### config.mk
export PLATFORM = sky130hd
export DESIGN_NAME = cyrillic_latin_transliterator
export DESIGN_NICKNAME = d
export VERILOG_FILES = /design/src/design/clt_pkg.sv /design/src/design/clt_front.sv /design/src/design/clt_iq.sv /design/src/design/clt_oq.sv /design/src/design/clt_back.sv /design/src/design/cyrillic_latin_transliterator.sv
export VERILOG_INCLUDE_DIRS = /design/src /design/src/design
export SDC_FILE = /design/constraint.sdc
export NUM_CORES = 1
export LEC_CHECK = 0
export BUFFER_PORTS_ARGS = -buffer_cell sky130_fd_sc_hd__buf_2
export CAP_MARGIN = 20
export CORE_MARGIN = 1.5
export CORE_UTILIZATION = 53
export DETAILED_ROUTE_END_ITERATION = 8
export PLACE_DENSITY = 0.67
export SLEW_MARGIN = 10
export SYNTH_ARGS = -nofsm -noshare
export SYNTH_HDL_FRONTEND = slang
export SYNTH_SLANG_ARGS = --single-unit
export TNS_END_PERCENT = 1
### constraint.sdc
create_clock -name clk -period 11.7 [get_ports clk]
set_input_delay 2.34 -clock clk [delete_from_list [all_inputs] [get_ports clk]]
set_output_delay 2.34 -clock clk [all_outputs]
set_load 0.01 [all_outputs]
### src/design/cyrillic_latin_transliterator_defines.svh
// Assertion macros used by the transliterator top level.
`ifndef CYRILLIC_LATIN_TRANSLITERATOR_DEFINES_SVH
`define CYRILLIC_LATIN_TRANSLITERATOR_DEFINES_SVH

// Same-cycle implication, sampled on clk, off while rst_n is low.
`define CLT_ASSERT_IMPL(label, ante, cons, msg) \
    label: assert property (@(posedge clk) disable iff (!rst_n) (ante) |-> (cons)) \
        else $error(msg);

// Next-cycle implication, sampled on clk, off while rst_n is low.
`define CLT_ASSERT_NEXT(label, ante, cons, msg) \
    label: assert property (@(posedge clk) disable iff (!rst_n) (ante) |=> (cons)) \
        else $error(msg);

`endif

### src/design/clt_pkg.sv
// Types, constants and lookup functions for the Cyrillic/Latin transliterator.
`default_nettype none

package clt_pkg;

    // Queue depths (powers of two) and derived widths
    localparam int IQ_DEPTH = 2;
    localparam int IQ_AW    = $clog2(IQ_DEPTH);
    localparam int IQ_CW    = $clog2(IQ_DEPTH + 1);
    localparam int OQ_DEPTH = 4;
    localparam int OQ_AW    = $clog2(OQ_DEPTH);
    localparam int OQ_CW    = $clog2(OQ_DEPTH + 1);

    // Input transfer payload
    typedef struct packed {
        logic [15:0] char_code;
        logic        end_of_text;
    } in_item_t;

    // Result transfer payload
    typedef struct packed {
        logic [15:0] out_code;
        logic        out_valid;
        logic        out_last;
    } out_res_t;

    // Character class found by the front end
    typedef enum logic [2:0] {
        CLS_OTHER = 3'd0,
        CLS_CYR   = 3'd1,
        CLS_YO_UP = 3'd2,
        CLS_YO_LO = 3'd3,
        CLS_APOS  = 3'd4,
        CLS_LAT   = 3'd5
    } char_cls_t;

    // One classified character; idx is the Cyrillic offset or the Latin letter number
    typedef struct packed {
        logic [15:0] code;
        char_cls_t   cls;
        logic        up;
        logic [5:0]  idx;
    } win_char_t;

    // Entry of the queue between front and back
    typedef struct packed {
        win_char_t ch;
        logic      eot;
    } cls_item_t;

    // Queue status seen by the neighbors
    typedef struct packed {
        logic full;
        logic empty;
    } q_stat_t;

    // Latin spelling of one Cyrillic letter, ch[0] first
    typedef struct packed {
        logic [1:0]      len;
        logic [2:0][7:0] ch;
    } lat_str_t;

    // ASCII codes used in lookahead and classification
    localparam logic [15:0] CH_UC_A  = 16'h0041;
    localparam logic [15:0] CH_UC_Z  = 16'h005A;
    localparam logic [15:0] CH_LC_A  = 16'h0061;
    localparam logic [15:0] CH_LC_Z  = 16'h007A;
    localparam logic [15:0] CH_H     = 16'h0068;
    localparam logic [15:0] CH_S     = 16'h0073;
    localparam logic [15:0] CH_C     = 16'h0063;
    localparam logic [15:0] CH_A     = 16'h0061;
    localparam logic [15:0] CH_E     = 16'h0065;
    localparam logic [15:0] CH_U     = 16'h0075;
    localparam logic [15:0] CH_I     = 16'h0069;
    localparam logic [15:0] CH_APOS  = 16'h0027;

    // Cyrillic range and special code points
    localparam logic [15:0] CY_FIRST = 16'h0410;
    localparam logic [15:0] CY_LAST  = 16'h044F;
    localparam logic [15:0] CY_YO_UP = 16'h0401;
    localparam logic [15:0] CY_YO_LO = 16'h0451;
    localparam logic [15:0] CY_HARD  = 16'h044A;

    // Lower-case Cyrillic targets of the lookahead letters
    localparam logic [15:0] CY_ZHE   = 16'h0436;
    localparam logic [15:0] CY_ZE    = 16'h0437;
    localparam logic [15:0] CY_KA    = 16'h043A;
    localparam logic [15:0] CY_HA    = 16'h0445;
    localparam logic [15:0] CY_TE    = 16'h0442;
    localparam logic [15:0] CY_TSE   = 16'h0446;
    localparam logic [15:0] CY_CHE   = 16'h0447;
    localparam logic [15:0] CY_YA    = 16'h044F;
    localparam logic [15:0] CY_YU    = 16'h044E;
    localparam logic [15:0] CY_YERU  = 16'h044B;
    localparam logic [15:0] CY_SHORT = 16'h0439;
    localparam logic [15:0] CY_SHA   = 16'h0448;
    localparam logic [15:0] CY_SHCHA = 16'h0449;
    localparam logic [15:0] CY_ES    = 16'h0441;
    localparam logic [15:0] CASE_OFS = 16'h0020;

    // Latin letter numbers of the lookahead letters
    localparam logic [4:0] LI_C = 5'd2;
    localparam logic [4:0] LI_K = 5'd10;
    localparam logic [4:0] LI_S = 5'd18;
    localparam logic [4:0] LI_T = 5'd19;
    localparam logic [4:0] LI_Y = 5'd24;
    localparam logic [4:0] LI_Z = 5'd25;

    // Latin spelling of U+0410..U+044F; idx[5] clear means upper case
    function automatic lat_str_t cyr_lat(input logic [5:0] idx);
        lat_str_t s;
        s.len = 2'd1;
        s.ch  = '0;
        case (idx[4:0])
            5'd0:  s.ch[0] = "a";
            5'd1:  s.ch[0] = "b";
            5'd2:  s.ch[0] = "v";
            5'd3:  s.ch[0] = "g";
            5'd4:  s.ch[0] = "d";
            5'd5:  s.ch[0] = "e";
            5'd6:  begin s.len = 2'd2; s.ch[0] = "z"; s.ch[1] = "h"; end
            5'd7:  s.ch[0] = "z";
            5'd8:  s.ch[0] = "i";
            5'd9:  s.ch[0] = "y";
            5'd10: s.ch[0] = "k";
            5'd11: s.ch[0] = "l";
            5'd12: s.ch[0] = "m";
            5'd13: s.ch[0] = "n";
            5'd14: s.ch[0] = "o";
            5'd15: s.ch[0] = "p";
            5'd16: s.ch[0] = "r";
            5'd17: s.ch[0] = "s";
            5'd18: s.ch[0] = "t";
            5'd19: s.ch[0] = "u";
            5'd20: s.ch[0] = "f";
            5'd21: begin s.len = 2'd2; s.ch[0] = "k"; s.ch[1] = "h"; end
            5'd22: begin s.len = 2'd2; s.ch[0] = "t"; s.ch[1] = "s"; end
            5'd23: begin s.len = 2'd2; s.ch[0] = "c"; s.ch[1] = "h"; end
            5'd24: begin s.len = 2'd2; s.ch[0] = "s"; s.ch[1] = "h"; end
            5'd25: begin s.len = 2'd3; s.ch[0] = "s"; s.ch[1] = "c"; s.ch[2] = "h"; end
            5'd26: s.ch[0] = "'";
            5'd27: begin s.len = 2'd2; s.ch[0] = "y"; s.ch[1] = "i"; end
            5'd28: s.len = 2'd0;
            5'd29: s.ch[0] = "e";
            5'd30: begin s.len = 2'd2; s.ch[0] = "y"; s.ch[1] = "u"; end
            5'd31: begin s.len = 2'd2; s.ch[0] = "y"; s.ch[1] = "a"; end
            default: s.ch[0] = "a";
        endcase
        // capitalize the first letter for the upper-case half
        if (!idx[5] && s.ch[0] >= "a" && s.ch[0] <= "z")
            s.ch[0] = s.ch[0] - 8'h20;
        return s;
    endfunction

    // Plain Latin letter to lower-case Cyrillic, zero where none
    function automatic logic [15:0] lat_plain(input logic [4:0] li);
        logic [15:0] r;
        case (li)
            5'd0:  r = 16'h0430;
            5'd1:  r = 16'h0431;
            5'd3:  r = 16'h0434;
            5'd4:  r = 16'h0435;
            5'd5:  r = 16'h0444;
            5'd6:  r = 16'h0433;
            5'd8:  r = 16'h0438;
            5'd11: r = 16'h043B;
            5'd12: r = 16'h043C;
            5'd13: r = 16'h043D;
            5'd14: r = 16'h043E;
            5'd15: r = 16'h043F;
            5'd17: r = 16'h0440;
            5'd20: r = 16'h0443;
            5'd21: r = 16'h0432;
            default: r = 16'h0000;
        endcase
        return r;
    endfunction

endpackage

`default_nettype wire

### src/design/clt_front.sv
// Front end: takes input transfers and classifies each character.
`default_nettype none

module clt_front (
    input  wire logic               push,
    output logic                    full,
    input  wire clt_pkg::in_item_t  item,
    input  wire clt_pkg::q_stat_t   iq_stat,
    output logic                    iq_push,
    output clt_pkg::cls_item_t      iq_wdata
);
    import clt_pkg::*;

    logic [15:0] code;

    assign code    = item.char_code;
    assign full    = iq_stat.full;
    assign iq_push = push && !iq_stat.full;

    // Classify the character
    always_comb
    begin
        iq_wdata.eot     = item.end_of_text;
        iq_wdata.ch.code = code;
        iq_wdata.ch.cls  = CLS_OTHER;
        iq_wdata.ch.up   = 1'b0;
        iq_wdata.ch.idx  = '0;
        if (code >= CY_FIRST && code <= CY_LAST)
        begin
            iq_wdata.ch.cls = CLS_CYR;
            iq_wdata.ch.idx = 6'(code - CY_FIRST);
        end
        else if (code == CY_YO_UP)
        begin
            iq_wdata.ch.cls = CLS_YO_UP;
        end
        else if (code == CY_YO_LO)
        begin
            iq_wdata.ch.cls = CLS_YO_LO;
        end
        else if (code == CH_APOS)
        begin
            iq_wdata.ch.cls = CLS_APOS;
        end
        else if (code >= CH_UC_A && code <= CH_UC_Z)
        begin
            iq_wdata.ch.cls = CLS_LAT;
            iq_wdata.ch.up  = 1'b1;
            iq_wdata.ch.idx = 6'(code - CH_UC_A);
        end
        else if (code >= CH_LC_A && code <= CH_LC_Z)
        begin
            iq_wdata.ch.cls = CLS_LAT;
            iq_wdata.ch.idx = 6'(code - CH_LC_A);
        end
    end

endmodule

`default_nettype wire

### src/design/clt_iq.sv
// Short queue of classified characters between front and back.
`default_nettype none

module clt_iq (
    input  wire logic                clk,
    input  wire logic                rst_n,
    input  wire logic                push,
    input  wire clt_pkg::cls_item_t  wdata,
    input  wire logic                pop,
    output clt_pkg::cls_item_t       rdata,
    output clt_pkg::q_stat_t         stat
);
    import clt_pkg::*;

    cls_item_t          mem_reg [IQ_DEPTH];
    logic [IQ_AW-1:0]   wr_ptr_reg, wr_ptr_next;
    logic [IQ_AW-1:0]   rd_ptr_reg, rd_ptr_next;
    logic [IQ_CW-1:0]   count_reg, count_next;

    assign rdata      = mem_reg[rd_ptr_reg];
    assign stat.full  = (count_reg == IQ_CW'(IQ_DEPTH));
    assign stat.empty = (count_reg == '0);

    // Pointer and fill count update
    always_comb
    begin
        wr_ptr_next = push ? wr_ptr_reg + 1'b1 : wr_ptr_reg;
        rd_ptr_next = pop  ? rd_ptr_reg + 1'b1 : rd_ptr_reg;
        case ({push, pop})
            2'b10:   count_next = count_reg + 1'b1;
            2'b01:   count_next = count_reg - 1'b1;
            default: count_next = count_reg;
        endcase
    end

    always_ff @(posedge clk or negedge rst_n)
    begin
        if (!rst_n)
        begin
            wr_ptr_reg <= '0;
            rd_ptr_reg <= '0;
            count_reg  <= '0;
        end
        else
        begin
            wr_ptr_reg <= wr_ptr_next;
            rd_ptr_reg <= rd_ptr_next;
            count_reg  <= count_next;
        end
    end

    // Storage
    always_ff @(posedge clk)
    begin
        if (push)
            mem_reg[wr_ptr_reg] <= wdata;
    end

endmodule

`default_nettype wire

### src/design/clt_oq.sv
// Result queue that drives the output side.
`default_nettype none

module clt_oq (
    input  wire logic               clk,
    input  wire logic               rst_n,
    input  wire logic               push,
    input  wire clt_pkg::out_res_t  wdata,
    input  wire logic               pop,
    output clt_pkg::out_res_t       rdata,
    output clt_pkg::q_stat_t        stat
);
    import clt_pkg::*;

    out_res_t           mem_reg [OQ_DEPTH];
    logic [OQ_AW-1:0]   wr_ptr_reg, wr_ptr_next;
    logic [OQ_AW-1:0]   rd_ptr_reg, rd_ptr_next;
    logic [OQ_CW-1:0]   count_reg, count_next;

    assign rdata      = mem_reg[rd_ptr_reg];
    assign stat.full  = (count_reg == OQ_CW'(OQ_DEPTH));
    assign stat.empty = (count_reg == '0);

    // Pointer and fill count update
    always_comb
    begin
        wr_ptr_next = push ? wr_ptr_reg + 1'b1 : wr_ptr_reg;
        rd_ptr_next = pop  ? rd_ptr_reg + 1'b1 : rd_ptr_reg;
        case ({push, pop})
            2'b10:   count_next = count_reg + 1'b1;
            2'b01:   count_next = count_reg - 1'b1;
            default: count_next = count_reg;
        endcase
    end

    always_ff @(posedge clk or negedge rst_n)
    begin
        if (!rst_n)
        begin
            wr_ptr_reg <= '0;
            rd_ptr_reg <= '0;
            count_reg  <= '0;
        end
        else
        begin
            wr_ptr_reg <= wr_ptr_next;
            rd_ptr_reg <= rd_ptr_next;
            count_reg  <= count_next;
        end
    end

    // Storage
    always_ff @(posedge clk)
    begin
        if (push)
            mem_reg[wr_ptr_reg] <= wdata;
    end

endmodule

`default_nettype wire

### src/design/clt_back.sv
// Back end: lookahead window, translation steps and result sequencing.
`default_nettype none

module clt_back (
    input  wire logic                clk,
    input  wire logic                rst_n,
    input  wire clt_pkg::cls_item_t  iq_rdata,
    input  wire clt_pkg::q_stat_t    iq_stat,
    output logic                     iq_pop,
    input  wire clt_pkg::q_stat_t    oq_stat,
    output logic                     oq_push,
    output clt_pkg::out_res_t        oq_wdata
);
    import clt_pkg::*;

    typedef enum logic [1:0] {
        ST_EVAL = 2'b01,
        ST_EMIT = 2'b10
    } st_t;

    st_t              state_reg, state_next;
    logic             act_reg, act_next;       // an item is loaded in the window
    logic             end_reg, end_next;       // loaded item ends the string
    logic [1:0]       cnt_reg, cnt_next;       // characters in the window
    logic [1:0]       len_reg, len_next;       // code units left to emit
    logic             pend_v_reg, pend_v_next; // one result held back for out_last
    win_char_t [2:0]  win_reg, win_next;
    logic [2:0][15:0] str_reg, str_next;
    logic [15:0]      pend_code_reg, pend_code_next;

    win_char_t        head;
    logic [4:0]       li;
    logic [15:0]      a_code, b_code, sh;
    logic             need_la, brk, finish;
    logic [1:0]       t_len, t_k;
    logic [2:0][15:0] t_str;

    assign head   = win_reg[0];
    assign li     = head.idx[4:0];
    assign a_code = (cnt_reg >= 2'd2) ? win_reg[1].code : 16'h0000;
    assign b_code = (cnt_reg == 2'd3) ? win_reg[2].code : 16'h0000;
    assign sh     = head.up ? CASE_OFS : 16'h0000;

    // Lookahead check: hold the window until the next character arrives
    assign need_la = (head.cls == CLS_LAT) &&
                     (li == LI_S || li == LI_Z || li == LI_K ||
                      li == LI_T || li == LI_C || li == LI_Y);
    assign brk     = !end_reg && need_la &&
                     ((cnt_reg < 2'd2) ||
                      (li == LI_S && a_code == CH_C && cnt_reg < 2'd3));
    assign finish  = act_reg && (cnt_reg == 2'd0 || brk);

    // Translate the head character
    always_comb
    begin
        lat_str_t cs;
        cs    = cyr_lat(head.idx);
        t_len = 2'd1;
        t_k   = 2'd1;
        t_str = {32'h0, head.code};
        case (head.cls)
            CLS_CYR:
            begin
                t_len = cs.len;
                t_str = {8'h00, cs.ch[2], 8'h00, cs.ch[1], 8'h00, cs.ch[0]};
            end
            CLS_YO_UP:
            begin
                t_len = 2'd2;
                t_str = {16'h0000, 16'(CH_E), 16'h0059};
            end
            CLS_YO_LO:
            begin
                t_len = 2'd2;
                t_str = {16'h0000, 16'(CH_E), 16'h0079};
            end
            CLS_APOS:
                t_str[0] = CY_HARD;
            CLS_LAT:
            begin
                case (li)
                    LI_Z:
                        if (a_code == CH_H)
                        begin
                            t_str[0] = CY_ZHE - sh;
                            t_k      = 2'd2;
                        end
                        else
                            t_str[0] = CY_ZE - sh;
                    LI_K:
                        if (a_code == CH_H)
                        begin
                            t_str[0] = CY_HA - sh;
                            t_k      = 2'd2;
                        end
                        else
                            t_str[0] = CY_KA - sh;
                    LI_T:
                        if (a_code == CH_S)
                        begin
                            t_str[0] = CY_TSE - sh;
                            t_k      = 2'd2;
                        end
                        else
                            t_str[0] = CY_TE - sh;
                    LI_C:
                        if (a_code == CH_H)
                        begin
                            t_str[0] = CY_CHE - sh;
                            t_k      = 2'd2;
                        end
                    LI_Y:
                    begin
                        t_k = 2'd2;
                        if (a_code == CH_A)
                            t_str[0] = CY_YA - sh;
                        else if (a_code == CH_E)
                            t_str[0] = head.up ? CY_YO_UP : CY_YO_LO;
                        else if (a_code == CH_U)
                            t_str[0] = CY_YU - sh;
                        else if (a_code == CH_I)
                            t_str[0] = CY_YERU - sh;
                        else
                        begin
                            t_str[0] = CY_SHORT - sh;
                            t_k      = 2'd1;
                        end
                    end
                    LI_S:
                        if (a_code == CH_H)
                        begin
                            t_str[0] = CY_SHA - sh;
                            t_k      = 2'd2;
                        end
                        else if (a_code == CH_C && b_code == CH_H)
                        begin
                            t_str[0] = CY_SHCHA - sh;
                            t_k      = 2'd3;
                        end
                        else
                            t_str[0] = CY_ES - sh;
                    default:
                        if (lat_plain(li) != 16'h0000)
                            t_str[0] = lat_plain(li) - sh;
                endcase
            end
            default:
                t_str[0] = head.code;
        endcase
    end

    // Sequencer
    always_comb
    begin
        logic can_go;
        can_go         = 1'b1;
        state_next     = state_reg;
        act_next       = act_reg;
        end_next       = end_reg;
        cnt_next       = cnt_reg;
        len_next       = len_reg;
        pend_v_next    = pend_v_reg;
        win_next       = win_reg;
        str_next       = str_reg;
        pend_code_next = pend_code_reg;
        iq_pop         = 1'b0;
        oq_push        = 1'b0;
        oq_wdata       = '{out_code: pend_code_reg, out_valid: 1'b1, out_last: 1'b0};
        case (state_reg)
            ST_EVAL:
            begin
                if (act_reg && !finish)
                begin
                    // consume t_k characters from the window
                    case (t_k)
                        2'd1:
                        begin
                            win_next[0] = win_reg[1];
                            win_next[1] = win_reg[2];
                        end
                        2'd2:
                            win_next[0] = win_reg[2];
                        default:
                            win_next = win_reg;
                    endcase
                    cnt_next = cnt_reg - t_k;
                    if (t_len != 2'd0)
                    begin
                        str_next   = t_str;
                        len_next   = t_len;
                        state_next = ST_EMIT;
                    end
                end
                else
                begin
                    // close the item: release the held result or an end marker
                    if (act_reg)
                    begin
                        if (end_reg || pend_v_reg)
                        begin
                            if (oq_stat.full)
                                can_go = 1'b0;
                            else
                            begin
                                oq_push           = 1'b1;
                                oq_wdata.out_last = end_reg;
                                if (!pend_v_reg)
                                begin
                                    oq_wdata.out_code  = 16'h0000;
                                    oq_wdata.out_valid = 1'b0;
                                end
                            end
                        end
                        if (can_go)
                        begin
                            act_next    = 1'b0;
                            pend_v_next = 1'b0;
                        end
                    end
                    // load the next character behind the held ones
                    if (can_go && !iq_stat.empty)
                    begin
                        iq_pop            = 1'b1;
                        win_next[cnt_reg] = iq_rdata.ch;
                        cnt_next          = cnt_reg + 1'b1;
                        end_next          = iq_rdata.eot;
                        act_next          = 1'b1;
                    end
                end
            end
            ST_EMIT:
            begin
                if (!(pend_v_reg && oq_stat.full))
                begin
                    oq_push        = pend_v_reg;
                    pend_code_next = str_reg[0];
                    pend_v_next    = 1'b1;
                    str_next       = {16'h0000, str_reg[2:1]};
                    len_next       = len_reg - 1'b1;
                    if (len_reg == 2'd1)
                        state_next = ST_EVAL;
                end
            end
            default:
                state_next = ST_EVAL;
        endcase
    end

    always_ff @(posedge clk or negedge rst_n)
    begin
        if (!rst_n)
        begin
            state_reg  <= ST_EVAL;
            act_reg    <= 1'b0;
            end_reg    <= 1'b0;
            cnt_reg    <= 2'd0;
            len_reg    <= 2'd0;
            pend_v_reg <= 1'b0;
        end
        else
        begin
            state_reg  <= state_next;
            act_reg    <= act_next;
            end_reg    <= end_next;
            cnt_reg    <= cnt_next;
            len_reg    <= len_next;
            pend_v_reg <= pend_v_next;
        end
    end

    // Payload registers
    always_ff @(posedge clk)
    begin
        win_reg       <= win_next;
        str_reg       <= str_next;
        pend_code_reg <= pend_code_next;
    end

endmodule

`default_nettype wire

### src/design/cyrillic_latin_transliterator.sv
// Top level of the streaming Russian Cyrillic/Latin transliterator.
//
//   channel   ports                    payload    handshake
//   -------   ----------------------   --------   ---------------------------
//   input     push, full, item         in_item_t  transfer on push & !full
//   result    empty, pop, result       out_res_t  transfer on pop & !empty
//
// The back sequencer does one translation step per cycle when not emitting and
// writes one code unit per cycle while the result queue is not full; it closes
// an item and loads the next one in a single sequencer step.
// A two-deep item queue and a four-deep result queue let both sides stall
// independently; full rises only when the item queue is full.
// rst_n is asynchronous: queues empty, no lookahead held.
`default_nettype none
`include "cyrillic_latin_transliterator_defines.svh"

module cyrillic_latin_transliterator (
    input  wire logic               clk,
    input  wire logic               rst_n,
    input  wire logic               push,
    output logic                    full,
    input  wire clt_pkg::in_item_t  item,
    output logic                    empty,
    input  wire logic               pop,
    output clt_pkg::out_res_t       result
);
    import clt_pkg::*;

    logic      iq_push, iq_pop, oq_push;
    cls_item_t iq_wdata, iq_rdata;
    out_res_t  oq_wdata;
    q_stat_t   iq_stat, oq_stat;

    // Front end
    clt_front u_front (
        .push     (push),
        .full     (full),
        .item     (item),
        .iq_stat  (iq_stat),
        .iq_push  (iq_push),
        .iq_wdata (iq_wdata)
    );

    // Queue between front and back
    clt_iq u_iq (
        .clk   (clk),
        .rst_n (rst_n),
        .push  (iq_push),
        .wdata (iq_wdata),
        .pop   (iq_pop),
        .rdata (iq_rdata),
        .stat  (iq_stat)
    );

    // Back end
    clt_back u_back (
        .clk      (clk),
        .rst_n    (rst_n),
        .iq_rdata (iq_rdata),
        .iq_stat  (iq_stat),
        .iq_pop   (iq_pop),
        .oq_stat  (oq_stat),
        .oq_push  (oq_push),
        .oq_wdata (oq_wdata)
    );

    // Result queue
    clt_oq u_oq (
        .clk   (clk),
        .rst_n (rst_n),
        .push  (oq_push),
        .wdata (oq_wdata),
        .pop   (pop && !oq_stat.empty),
        .rdata (result),
        .stat  (oq_stat)
    );

    assign empty = oq_stat.empty;

    // Checks
    `CLT_ASSERT_NEXT(a_item_queued, push && !full, !iq_stat.empty, "accepted item not queued")
    `CLT_ASSERT_IMPL(a_oq_no_overflow, oq_push, !oq_stat.full, "result queue overflow")
    `CLT_ASSERT_IMPL(a_marker_last, !empty && !result.out_valid, result.out_last && result.out_code == 16'h0000, "bad end marker")

endmodule

`default_nettype wire
== Word-level counts from Yosys, hierarchy flattened ==
Memory sizes are Yosys's and may differ from the RTL's. A register that Yosys moved wholly into a read port is not among the register bits.
Index checks and enable logic that the tools add are counted.
Widths: inputs -> output; s select.

* Register bits after elaboration: 162
* RAM bits: 126
* Bits in read-only memories: 512
* Input port bits: 21
* Output and inout bits: 20
* Memories: 4

* Add/subtract/negate cells: 30
* Order comparisons: 13
* Eq/ne operators: 68
* Muxes and demuxes: 113
* Bitwise logic cells: 2
* Reductions and logical operators: 62

{| class="wikitable"
|+ Memories
! memory !! words !! width !! rd ports !! clocked after Yosys merged registers in !! write ports !! RTL line !! source
|-
| (name not given) || 32 || 8 || 1 || 1 || 0 || clt_pkg.sv:158 || <nowiki>case (li)</nowiki>
|-
| (name not given) || 32 || 8 || 1 || 1 || 0 || clt_pkg.sv:158 ||
|-
| u_oq.mem_reg || 4 || 18 || 1 || 0 || 1 || clt_oq.sv:15 || <nowiki>out_res_t mem_reg [OQ_DEPTH];</nowiki>
|-
| u_iq.mem_reg || 2 || 27 || 1 || 0 || 1 || clt_iq.sv:15 || <nowiki>cls_item_t mem_reg [IQ_DEPTH];</nowiki>
|}

{| class="wikitable"
|+ Operators by type and width
! operator !! count
|-
| $mux 16 || 18
|-
| $sub 11x16->16 const A || 14
|-
| $pmux 7 s22 || 1
|-
| $mux 48 || 3
|-
| $eq 16x7->1 const B || 8
|-
| $mux 52 || 2
|-
| $pmux 16 s6 || 1
|-
| $pmux 48 s2 || 1
|-
| $mux 18 || 5
|-
| $eq 5x5->1 const B || 16
|-
| $pmux 16 s5 || 1
|-
| $bwmux 78 || 1
|-
| $demux 26 s2 || 1
|-
| $mux 26 || 2
|-
| $pmux 26 s2 || 1
|-
| $pmux 24 s2 || 1
|-
| $pmux 7 s6 || 1
|-
| $eq 5x4->1 const B || 8
|-
| $mux 2 || 18
|-
| $mux 7 || 5
|-
| $eq 16x11->1 const B || 2
|-
| $ge 16x7->1 const B || 2
|-
| $le 16x7->1 const B || 2
|-
| $mux 1 || 28
|-
| other kinds (59) || 146
|}

== Longest topological paths before layout ==
* Word-level depth: 24
* Depth in mapped cells: 19
* Gate-level depth less buffers: 16

== Cells and area by module ==
A second synthesis with hierarchy kept.

* Cell total of the unflattened synthesis: 1107
* Area, all modules: 13603.0 µm²

{| class="wikitable"
|+ Modules (own cells, without submodules)
! module !! instances !! cells each !! area an instance (µm²)
|-
| clt_back || 1 || 786 || 7674.9
|-
| clt_oq || 1 || 131 || 2996.6
|-
| clt_iq || 1 || 100 || 2232.1
|-
| clt_front || 1 || 89 || 685.7
|-
| cyrillic_latin_transliterator || 1 || 1 || 13.8
|}

== Least setup slack after synthesis ==
No wires, ideal clock.

* Path type: input to register
* From: input item[4] (netlist bit)
* To: memory u_iq.mem_reg[0][5] (netlist bit), data pin
* Setup time: 0.193 ns
* Arrival time: 4.214 ns
* Data required time: 11.507 ns
* Path slack: 7.293 ns
* Stages: 7
* Buffers on the path: 1
* Path through: clkbuf_1 -> nand4_1 -> a21oi_1 -> nor3_1 -> a2111oi_0 -> nor2_1 -> o32ai_1

{| class="wikitable"
|+ RTL lines
! item !! RTL line !! source
|-
| start, declared || cyrillic_latin_transliterator.sv:22 || <nowiki>input wire clt_pkg::in_item_t item,</nowiki>
|-
| end, declared || clt_iq.sv:15 ||
|}

==> summary.txt <==
Post-Synthesis Cells -> 1046
Pleak -> 0.00523 uW
DR WL/cell -> 19.1 um
Num rows -> 57
Fin crit share -> 44.3%
Initial antenna violation count -> 0
Commonest cells post-synth -> 243 x edfxtp_1, 109 x nand2_1, 66 x o21ai_0, 59 x nor2_1, 56 x inv_1
Clk sinks -> 270
Total Routing Usage GR -> 21.2%
Async SR Flop Fraction -> 7.41%
CTS max path bufs -> 3
Clk_lat worst skew -> 0.53 ns
CTS resizes -> 0
CP arrival -> 5.64 ns
Worst vdd ir -> 0.000177 V
Max FO, Critical Path -> 26
Worst Path Required -> 12.15 ns
Fin nets -> 1134
CTS Hold Buffers Added -> 0
Share of the synthesized area in the top cell type -> 55.8%
Placed wire-length estimate -> 19.2 mm
Cell area after synthesis -> 13100 um^2
HP Start -> u_back.str_reg[6]
Vias in the first global route -> 7899
Worst path slowest cell -> or4_1
Synthesis-stage register bit count -> 270
Crit end category -> flop
Critical path type -> flop to flop
Synth warn -> 0
Detailed Route WL -> 27.2 mm
Setup tns final -> 0 ns
Die area -> 25600 um^2
1st-pass router iterations -> 7
Min cycle time layout -> 5.19 ns
Max cap viols -> 0
Final Setup Violations -> 0
CTS clk-pin slew, worst paths -> 0.06 ns
Placed insts -> 1374
Slowest stage delay, CP -> 0.74 ns
First-pass GRT wire length -> 43.2 mm
Critical-path cell list -> nor4_2 > nand4b_1 > or4_1 > inv_2 > o21ai_0 > a41oi_1 > ha_1 > buf_4 > mux2i_1 > o21ai_0 > a22oi_1 > nor2b_1 > a22oi_1 > o21ai_0
Final Wtd Congestion -> 0.928
Rel. slew slack -> 32.2%
Ports -> 41
Crit path launch -> u_back.win_reg[48]
Setup bufs post-CTS -> 0
Fraction of layout cells with a size suffix above 1 -> 15.4%
Pin slew with the least headroom to its limit -> 1.02 ns
Maximum clock rate -> 0.193 GHz
CTS buffer count -> 27
Cell variety after synth -> 77
Critical path buffer and inverter count -> 2
Number of flops mapped to enable cells by yosys -> 243
Final ANT Viol Nets -> 0
Worst Setup Start Kind -> flop
Setup Skew -> 0.0227 ns
Avg Cell Area, Syn -> 12.5 um^2
1st-iter DRT viols -> 610
Synthesized Nets -> 1100
Primary FF master, synth -> edfxtp_1
PwrDens -> 298 nW/um^2
IO Port Bufs -> 40
Slew Viols, Final -> 0
H-tree depth -> 1
Number of diodes -> 0
Overflow after GRT -> 0
Syn-to-layout area delta -> 10.7%
Vias/cell -> 5.85
Most used cell, CP -> o21ai_0
Initial core utilization -> 54.0%
Synth area leaders -> edfxtp_1 56%, dfrtp_1 3.6%, nand2_1 3.1%, mux4_2 3.1%, ha_1 3.1%
Delay-heaviest family, CP -> simple AND/OR/NAND/NOR gates
HP Class -> flop to flop
Hold Vio Cnt, Final -> 0
Via Count -> 8335
Register area share after synthesis -> 60.7%
CTS tree -> yes
Die W -> 160 um
Die Span Y -> 160 um
RSZ-0062 raised after global routing -> no
Final cell count without fillers -> 1424
Area leader, netlist -> edfxtp_1
FF-to-FF Start -> u_back.win_reg[48]
Top-count cell post-synth -> edfxtp_1
Largest register FFs -> 72
Core area -> 24200 um^2
Outcome -> finished clean
Pin count of the biggest net entering global routing -> 47
Clock Tree Root -> clkbuf_16
Drt drc -> 0
-- stage by stage --
stage	hold slack [ns]	cell area [um^2]	setup WS, ns	total power (uW)	utilization (%)
3_3_place_gp	0.400	13600	6.62	3470	56.1
4_1_cts	0.418	14500	6.54	4330	59.6
2_1_floorplan	0.400	13100	7.29	3010	-
3_5_place_dp	0.405	13600	6.57	3490	56.1
5_1_grt	0.426	14500	6.17	4590	59.7
6_report	0.416	14500	6.51	4320	59.7
-- cells by family after synthesis --
kind of cell / synth area share [%]
multiplexers: 8.96
AND/OR/NAND/NOR: 11.6
flip-flops: 60.7
buffers and inverters: 3.35
AO/OA/AOI/OAI: 10.9
XOR/XNOR: 1.26
adder cells (fa/ha/maj): 3.21
-- layout by cell type, fill, tap and decap left out, drive strengths merged, types with 32 or more instances in the layout --
cell / netlist / final
edfxtp: 243 / 243
nand2: 109 / 109
o21ai: 68 / 68
nor2: 59 / 59
inv: 57 / 58
buf: 11 / 58
a21oi: 44 / 44
mux2i: 36 / 36
clkbuf: 42 / 36
mux2: 35 / 35
ha: 32 / 32
-- power by group --
part | internal [uW] | total, uW | switching [uW]
registers | 1510 | 1720 | 208
logic | 674 | 1760 | 1090
clock network | 491 | 831 | 340
total | 2680 | 4320 | 1640
-- per-layer routing --
metal,part of all wire (%),track usage [%],up-vias
li1,-,-,4001
met1,43,28.2,3996
met2,49,36.1,280
met3,4.9,2.65,58
met4,3.4,7.35,0
met5,0,0,-
-- final timing paths --
check | end | slack [ns] | cells after the start
worst max-delay path | flop | 6.51 | 14
worst min register to register | u_back.pend_code_reg[6] | 0.42 | 0
worst max register to register | flop | 6.51 | 14
min in group asynchronous | u_iq.wr_ptr_reg | 1.76 | 1
max in group asynchronous | u_back.state_reg[0] | 9.55 | 1
worst min-delay path | u_back.pend_code_reg[6] | 0.42 | 0
-- cell type report --
| type | instances | area (um^2) |
|---|---|---|
| multi-input combinational | 665 | 4720 |
| fill | 1958 | 9770 |
| inverter | 58 | 218 |
| clock inverter | 13 | 143 |
| clock buffer | 36 | 709 |
| tap | 324 | 405 |
| sequential | 270 | 7940 |
| timing repair buffer | 58 | 343 |
(Power assumes the default switching activity.)
